$ cat src/hw/rtl/bddc_pkg.sv
// bddc_pkg: shared types and codes for the button debounce duration classifier
// no dependencies; imported by the top level and its checker

package bddc_pkg;

	typedef enum logic [1:0] {
		PH_IDLE = 2'd0,
		PH_DEB  = 2'd1,
		PH_HELD = 2'd2
	} phase_t;

	typedef enum logic [1:0] {
		EV_SHORT = 2'd0,
		EV_LONG  = 2'd1,
		EV_XLONG = 2'd2
	} event_kind_t;

	// register indexes, taken from paddr[3:2]
	typedef enum logic [1:0] {
		REG_DEBOUNCE   = 2'd0,
		REG_LONG       = 2'd1,
		REG_EXTRA_LONG = 2'd2,
		REG_ACTIVE_LVL = 2'd3
	} reg_index_t;

	localparam int DUR_BITS  = 31;
	localparam int DATA_BITS = 32;
	localparam int ADDR_BITS = 4;

	localparam logic [DUR_BITS-1:0] DEBOUNCE_RST   = 31'd20;
	localparam logic [DUR_BITS-1:0] LONG_RST       = 31'd1000;
	localparam logic [DUR_BITS-1:0] EXTRA_LONG_RST = 31'd3000;

endpackage

$ cat src/hw/rtl/button_debounce_duration_classifier.sv
// button_debounce_duration_classifier: debounce and press duration classifier
// depends on bddc_pkg
//
//  channel   handshake                     beat contents
//  item      item_valid / item_ready       mode, tick, level
//  result    result_valid / result_ready   event_kind, pressed
//  config    APB psel/penable/pwrite       paddr, pwdata, prdata
//
// one beat a cycle while the result is not stalled: an item sits in the input
// register, where the state update and classification run, then the result lands
// in the output register
// reset clears the state to released/idle and loads the default durations
// a stalled result keeps the next item in the input register and drops item_ready

module button_debounce_duration_classifier
	import bddc_pkg::*;
#(
	parameter int TICK_BITS = 32
) (
	input  logic                 clk,
	input  logic                 arst_n,
	input  logic                 item_valid,
	output logic                 item_ready,
	input  logic                 mode,
	input  logic [31:0]          tick,
	input  logic                 level,
	output logic                 result_valid,
	input  logic                 result_ready,
	output logic [1:0]           event_kind,
	output logic                 pressed,
	input  logic                 psel,
	input  logic                 penable,
	input  logic                 pwrite,
	input  logic [ADDR_BITS-1:0] paddr,
	input  logic [DATA_BITS-1:0] pwdata,
	output logic [DATA_BITS-1:0] prdata,
	output logic                 pready
);

	typedef logic [TICK_BITS-1:0] tick_t;

	// configuration
	logic [DUR_BITS-1:0] debounce_q, long_q, xlong_q;
	logic                active_level_q;
	reg_index_t          reg_idx;
	logic                cfg_wr;

	// input stage
	logic  s1_valid_q;
	logic  mode_s1, level_s1;
	tick_t tick_s1;

	// classifier state
	phase_t phase_q;
	logic   stable_q, cand_act_q, xl_done_q, rel_sup_q;
	tick_t  cand_time_q, press_time_q;

	// output register
	logic        out_valid_q;
	event_kind_t kind_q;
	logic        pressed_q;

	// next state
	phase_t      ph;
	logic        stp, ca, xd, rs, ev_v, stop, act;
	tick_t       ct, pt, now, dur;
	event_kind_t ev_k;
	logic        adv;

	function automatic logic is_due(input tick_t diff, input logic [DUR_BITS-1:0] lim);
		return 32'(diff) >= 32'(lim);
	endfunction

	assign pready  = 1'b1;
	assign reg_idx = reg_index_t'(paddr[3:2]);
	assign cfg_wr  = psel && penable && pwrite;

	always_comb begin
		unique case (reg_idx)
			REG_DEBOUNCE:   prdata = {1'b0, debounce_q};
			REG_LONG:       prdata = {1'b0, long_q};
			REG_EXTRA_LONG: prdata = {1'b0, xlong_q};
			REG_ACTIVE_LVL: prdata = {31'd0, active_level_q};
			default:        prdata = '0;
		endcase
	end

	always_ff @(posedge clk or negedge arst_n) begin
		if (!arst_n) begin
			debounce_q     <= DEBOUNCE_RST;
			long_q         <= LONG_RST;
			xlong_q        <= EXTRA_LONG_RST;
			active_level_q <= 1'b0;
		end else if (cfg_wr) begin
			unique case (reg_idx)
				REG_DEBOUNCE:   debounce_q     <= pwdata[DUR_BITS-1:0];
				REG_LONG:       long_q         <= pwdata[DUR_BITS-1:0];
				REG_EXTRA_LONG: xlong_q        <= pwdata[DUR_BITS-1:0];
				REG_ACTIVE_LVL: active_level_q <= pwdata[0];
				default: ;
			endcase
		end
	end

	assign adv          = s1_valid_q && (!out_valid_q || result_ready);
	assign item_ready   = !s1_valid_q || adv;
	assign result_valid = out_valid_q;
	assign event_kind   = kind_q;
	assign pressed      = pressed_q;

	always_ff @(posedge clk or negedge arst_n) begin
		if (!arst_n) begin
			s1_valid_q <= 1'b0;
		end else if (item_valid && item_ready) begin
			s1_valid_q <= 1'b1;
		end else if (adv) begin
			s1_valid_q <= 1'b0;
		end
	end

	always_ff @(posedge clk) begin
		if (item_valid && item_ready) begin
			mode_s1  <= mode;
			tick_s1  <= tick[TICK_BITS-1:0];
			level_s1 <= level;
		end
	end

	always_comb begin
		ph   = phase_q;
		stp  = stable_q;
		ca   = cand_act_q;
		ct   = cand_time_q;
		pt   = press_time_q;
		xd   = xl_done_q;
		rs   = rel_sup_q;
		ev_v = 1'b0;
		ev_k = EV_SHORT;
		stop = 1'b0;
		dur  = '0;
		now  = tick_s1;
		act  = (level_s1 == active_level_q);

		// finish a due debounce deadline
		if (ph == PH_DEB) begin
			if (!is_due(now - ct, debounce_q)) begin
				stop = 1'b1;
			end else if (mode_s1 && act != ca) begin
				ca   = act;
				ct   = now;
				stop = 1'b1;
			end else begin
				ph = ca ? PH_HELD : PH_IDLE;
				if (ca != stp) begin
					stp = ca;
					if (ca) begin
						pt = ct;
						xd = 1'b0;
						rs = 1'b0;
					end else if (rs || xd) begin
						rs   = 1'b0;
						xd   = 1'b0;
						stop = 1'b1;
					end else begin
						dur  = ct - pt;
						ev_v = 1'b1;
						stop = 1'b1;
						priority if (is_due(dur, xlong_q)) begin
							ev_k = EV_XLONG;
						end else if (is_due(dur, long_q)) begin
							ev_k = EV_LONG;
						end else begin
							ev_k = EV_SHORT;
						end
					end
				end
			end
		end

		// extra-long deadline while held
		if (!stop && ph == PH_HELD && !rs && !xd && is_due(now - pt, xlong_q)) begin
			if (mode_s1 && !act) begin
				ph = PH_DEB;
				ca = 1'b0;
				ct = now;
				rs = 1'b1;
			end else begin
				xd   = 1'b1;
				ev_v = 1'b1;
				ev_k = EV_XLONG;
			end
		end

		// edge restarts debounce
		if (!mode_s1) begin
			ct = now;
			ca = act;
			ph = PH_DEB;
		end
	end

	always_ff @(posedge clk or negedge arst_n) begin
		if (!arst_n) begin
			phase_q      <= PH_IDLE;
			stable_q     <= 1'b0;
			cand_act_q   <= 1'b0;
			cand_time_q  <= '0;
			press_time_q <= '0;
			xl_done_q    <= 1'b0;
			rel_sup_q    <= 1'b0;
		end else if (adv) begin
			phase_q      <= ph;
			stable_q     <= stp;
			cand_act_q   <= ca;
			cand_time_q  <= ct;
			press_time_q <= pt;
			xl_done_q    <= xd;
			rel_sup_q    <= rs;
		end
	end

	always_ff @(posedge clk or negedge arst_n) begin
		if (!arst_n) begin
			out_valid_q <= 1'b0;
		end else if (adv) begin
			out_valid_q <= ev_v;
		end else if (result_ready) begin
			out_valid_q <= 1'b0;
		end
	end

	always_ff @(posedge clk) begin
		if (adv && ev_v) begin
			kind_q    <= ev_k;
			pressed_q <= stp;
		end
	end

endmodule

$ cat config.mk
export PLATFORM = sky130hd
export DESIGN_NAME = button_debounce_duration_classifier
export DESIGN_NICKNAME = d
export VERILOG_FILES = /design/src/hw/rtl/bddc_pkg.sv /design/src/hw/rtl/button_debounce_duration_classifier.sv
export SDC_FILE = /design/constraint.sdc
export NUM_CORES = 1
export LEC_CHECK = 0
export CELL_PAD_IN_SITES_DETAIL_PLACEMENT = 0
export CELL_PAD_IN_SITES_GLOBAL_PLACEMENT = 1
export CORE_MARGIN = 4
export CORE_UTILIZATION = 54
export CTS_CLUSTER_SIZE = 30
export DETAILED_ROUTE_END_ITERATION = 8
export DONT_BUFFER_PORTS = 1
export PLACE_DENSITY = 0.89
export SLEW_MARGIN = 25
export SYNTH_ARGS = -nofsm -noshare
export SYNTH_HDL_FRONTEND = slang
export SYNTH_SLANG_ARGS = --single-unit
$ cat constraint.sdc
create_clock -name clk -period 25.7 [get_ports clk]
set_clock_uncertainty 0.05 [all_clocks]
set_input_delay 1.285 -clock clk [delete_from_list [all_inputs] [get_ports clk]]
set_output_delay 1.285 -clock clk [all_outputs]
set_load 0.05 [all_outputs]
# After elaboration in Yosys (flattened, before gate mapping)
# Cells that the tools add are included.
# totals
in_bits	77
regBits	203
out_inout_bits	38
elab_cells	132
# classes
eq_ne	8
n_reduce_logical	27
n_mux	72
addsub	3
magnitude_cmp	4
# op_table
cell	n
two-way mux 32 bit	11
>= comparator 32 x 31 -> 1 bit	4
case mux 32 bit (4 select lines)	1
subtractor 32 bit	3
two-way mux 1 bit	44
two-way mux 2 bit	16
logical AND 1 bit	11
AND reduction 2 bit	4
equality test 2 bit, second input constant	3
logical NOT 1 bit	6
equality test 2 x 1 -> 1 bit, second input constant	2
nonzero test 2 bit	2
logical OR 1 bit	3
logical NOT 2 bit	1
inequality test 1 bit	2
equality test 1 bit	1

# Longest topological paths before layout
# depth
ltp_word	13
ltp_mapped	56

# Least setup slack after synthesis
# Ideal clock, no wire load.
# synth_timing
path_type	reg-to-reg
start	register tick_s1[0] (netlist: now[0])
end	register cand_time_q[10]
arrival_ps	10760
path_slack_ps	14809
stages_incl_launch_ff	57
path_cell_list	edfxtp_1 inv_1 ha_1 inv_1 fa_1 a21o_1 a21oi_1 o21bai_1 a21oi_1 o21bai_1 a211oi_1 o21bai_1 a41o_1 o311a_1 a211o_1 a221oi_1 a21oi_1 xnor2_1 (+21 left out) o21bai_1 a21oi_1 xnor2_1 ha_1 a21o_1 a21oi_1 o211ai_1 a21oi_1 o21ai_0 nor3b_1 or2_2 o211ai_1 or4b_1 o211a_2 or3_1 buf_2 buf_6 o211ai_2
# synth_between
elab_chain_len	11
# synth_rtl
item	line_no	source
start: declaration	button_debounce_duration_classifier.sv:51	tick_t tick_s1;
start signal: assignment	button_debounce_duration_classifier.sv:124	tick_s1 <= tick[TICK_BITS-1:0];
branches (longest 9 deep; another with subtractor 32 bit)	n/a	
two-way mux 32 bit *	button_debounce_duration_classifier.sv:181	if (!stop && ph == PH_HELD && !rs && !xd && is_due(now - pt, xlong_q)) begin
two-way mux 32 bit *	button_debounce_duration_classifier.sv:195	if (!mode_s1) begin
end signal: assignment	button_debounce_duration_classifier.sv:215	cand_time_q <= ct;
end: declaration	button_debounce_duration_classifier.sv:56	tick_t cand_time_q, press_time_q;
# Every way passes the cells marked *.
# A chain may end at the register's enable or synchronous reset.

# Final worst setup path
# layout_timing
start	register tick_s1[0] (netlist: now[0])
end	register cand_time_q[0]
# layout_rtl
item	line_no	source
subtractor 32 bit	button_debounce_duration_classifier.sv:146	if (!is_due(now - ct, debounce_q)) begin
>= comparator 32 x 31 -> 1 bit	button_debounce_duration_classifier.sv:71	return 32'(diff) >= 32'(lim);
two-way mux 32 bit	button_debounce_duration_classifier.sv:146	
two-way mux 32 bit	button_debounce_duration_classifier.sv:145	if (ph == PH_DEB) begin
net pt[0]	button_debounce_duration_classifier.sv:66	tick_t ct, pt, now, dur;
subtractor 32 bit	button_debounce_duration_classifier.sv:181	
>= comparator 32 x 31 -> 1 bit	button_debounce_duration_classifier.sv:71	
logical AND 1 bit	button_debounce_duration_classifier.sv:181	
two-way mux 32 bit	button_debounce_duration_classifier.sv:181	
two-way mux 32 bit	button_debounce_duration_classifier.sv:195	
# The timed path passes the listed nets, and every way through them passes these cells.

==> results.md <==
- Initial core utilization: 0.550
- Max capacitance violation total: 0
- Number of cells in the finished layout apart from fillers: 2213
- Post-synth top area share: 0.231
- Clock sink count: 203
- Area growth syn-to-layout: 7.18%
- Initial antenna violation count: 1
- Clock Tree Buf Depth: 3
- Setup Buffers After CTS: 0
- Largest net degree at the start of global routing: 167
- Final WL: approximately 44000 microns
- Share of layout cells above drive strength 1: 0.0762
- Flop2flop setup slack: 11.73 ns
- Critical Path RT: 26.02 ns
- Nets: about 2100
- Top cell by count, worst path: a21oi_1
- CTS root buffer: clkbuf_16
- Ys Warns: 0
- Synth Flop Type: dfrtp_1
- Seq cells post-synth: 203
- Die Span X: approximately 180 microns
- Worst setup SP type: flop
- Register area share after synthesis: 0.324
- Drt wl/cell: 20.0 microns
- Iteration-0 DRC Markers: 984
- Core Box Area: just under 30000 sq um
- H-tree depth: 1
- Filler cells: 2671
- Detailed Routing Iterations Pass 1: 5
- RSZ-0062 raised after global routing: no
- EDFF count, synth: 37
- Actual slew at the worst max-slew pin: 1.07 ns
- DR vias: 13274
- Ant. Diodes: 0
- Final period util: 0.543
- Final setup fails: 0
- Status: finished clean
- Worst setup EP type: flop
- Dpl hpwl: between 30000 and 40000 microns
- Vias in the first global route: 12547
- DP Cell Count: 2169
- CP max-delay cell: or3_2
- Max_slew headroom: 0.282
- Mapped Area: 16300 sq um
- CTS tree: built
- Top post-synthesis cells by area: dfrtp_1 23%, ha_1 17%, edfxtp_1 6.8%
- Synth area leader: dfrtp_1
- Post-cts resize count: 0
- Remaining DRCs: 0
- Vias/cell: 6.00
- Fin. max-slew vios: 0
- Die Height: 182 microns
- Async SR Flop Fraction: 0.818
- I/O pin total: 115
- Crit path arrival time: 14.29 ns
- Total CTS buffers: 24
- FP Rows: 63
- First-pass GRT wire length: about 70000 microns
- Antenna viol nets, final: 0
- Crit Path Max Fanout: 33
- Mapped Cells: 1830
- TNS Setup: 0 ns
- Syn nets: 2128
- Min-Delay Path Class: input pin to async pin
- Hold_buf cts: 0
- Worst R2R End: cand_time_q[0]
- Critical Path Max Stage Delay: between 0.8 and 0.9 ns
- Crit path kind: flop to flop
- Overflow after GRT: 0
- Max Freq: 0.0716 GHz
- R2r startpoint: now[0]
- Reg clk slew, reported paths: 0.06 ns
- Fin util: 0.589
- Die ar.: 33100 sq um
- Port Buffers: 0
- Fin. Hold Viols: 0
- Reg2Reg Depth: 53
- Post-Syn Area per Cell: roughly 9 sq um
- RePlAce Congestion: 0.920
- Netlist cell types: between 70 and 80
- Clk_lat worst skew: 0.53 ns
- GR Util All Layers: 0.262
- Crit path time final: roughly 14 ns
## metal layers
metal | track usage | share of wire | vias up | routed length (microns)
met1 | 0.417 | 0.50 | 6350 | 22300
met5 | 0 | 0 | - | 0
met3 | 0.0457 | 0.078 | 38 | 3480
li1 | - | - | 6486 | -
met2 | 0.376 | 0.40 | 400 | 17800
met4 | 0.0441 | 0.017 | 0 | 756
## sequential cells by signal (all words and copies together) (netlist names), 2 cells and up
| name | cells |
|---|---|
| cand_time_q | 32 |
| now | 32 |
| event_kind | 2 |
| long_q | 31 |
| phase_q | 2 |
| xlong_q | 31 |
| press_time_q | 32 |
| debounce_q | 31 |
## layout by cell type (no fill, tap or decap), drive strengths merged, types with 13 or more instances in the layout
master	instances
clkbuf	33
dfrtp	151
xor2	19
a22oi	24
o21a	13
nand2b	15
ha	218
nor2b	20
o21bai	14
mux2	35
a21oi	100
xnor2	64
nor2	73
o211ai	33
nor3	26
o21ai	185
nand3	42
mux2i	61
edfxtp	37
dfstp	15
and3	19
nand4	22
inv	190
nand2	192
a21o	67
## through the flow
step	hold slack, ns	worst slack (ns)	cell area (sq um)
3_3_place_gp	0.418	12.03	16700
4_1_cts	0.386	11.84	17500
5_1_grt	0.396	10.96	17500
3_5_place_dp	0.420	11.93	16700
6_report	0.420	11.73	17500
2_1_floorplan	0.400	14.81	16300
## worst max-delay path, delay by kind of cell (launching register included)
kind	cells	cell delay, ns
compound gates	30	7.99
xor+xnor	2	0.45
fa+ha+maj	6	1.78
buf+inv	3	0.23
flops	1	0.42
mux	1	0.26
simple gates	11	2.58
## how the worst max path moves through the flow
| stage | slack (ns) | to | from | cells past startpoint |
|---|---|---|---|---|
| 3_5_place_dp | 11.93 | cand_time_q[0] | now[0] | 51 |
| 2_1_floorplan | 14.81 | cand_time_q[10] | now[0] | 56 |
| 4_1_cts | 11.84 | cand_time_q[0] | now[0] | 51 |
| 3_3_place_gp | 12.03 | cand_time_q[1] | now[0] | 51 |
| 5_1_grt | 10.96 | cand_time_q[0] | now[0] | 51 |
| 6_report | 11.73 | cand_time_q[0] | now[0] | 53 |
## Yosys cell counts (3+ instances only)
cell,n
or3_1,10
buf_1,7
nor3_1,25
nand2b_1,15
a221oi_1,5
mux2i_1,61
a22oi_1,24
o211ai_2,20
clkbuf_1,46
o2111ai_1,3
o211ai_1,13
a211oi_1,8
o21bai_1,14
and4_1,5
edfxtp_1,37
a21oi_1,99
nor4_1,3
a221o_1,7
inv_1,189
nor2_1,73
and3_1,19
nor2b_1,20
a21o_1,66
xor2_1,19
o21ai_0,185
a211o_1,5
a21boi_0,4
nand3_1,42
mux2_2,35
dfstp_2,15
nand2_1,192
o31ai_1,5
nand4_1,22
fa_1,3
a31oi_1,10
xnor2_1,64
ha_1,218
o21a_1,13
a22o_1,10
nor3b_1,5
and2_1,11
or2_2,7
dfrtp_1,151
## logic make-up (layout without fill, tap and decap cells)
group	count (synthesis)	after routing	share of synthesized area
compound gates	517	517	0.206
flops	203	203	0.324
buf+inv	247	240	0.0582
mux	97	97	0.0629
simple gates	458	458	0.132
other cells	2	2	0.000460
xor+xnor	83	83	0.0445
fa+ha+maj	223	223	0.172
## layout make-up
class,instances,area [sq um],share of cell area
flip-flops and latches,203,5280,0.302
inverters,189,709,0.0405
clock buffers,33,666,0.0380
repair buffers,8,80.1,0.00457
multi-input cells,1380,10100,0.580
well taps,390,488,0.0279
clock inverters,10,133,0.00758
Power is not shown: default switching activity piles up to over one toggle a cycle in this logic, so the estimate is an artifact.
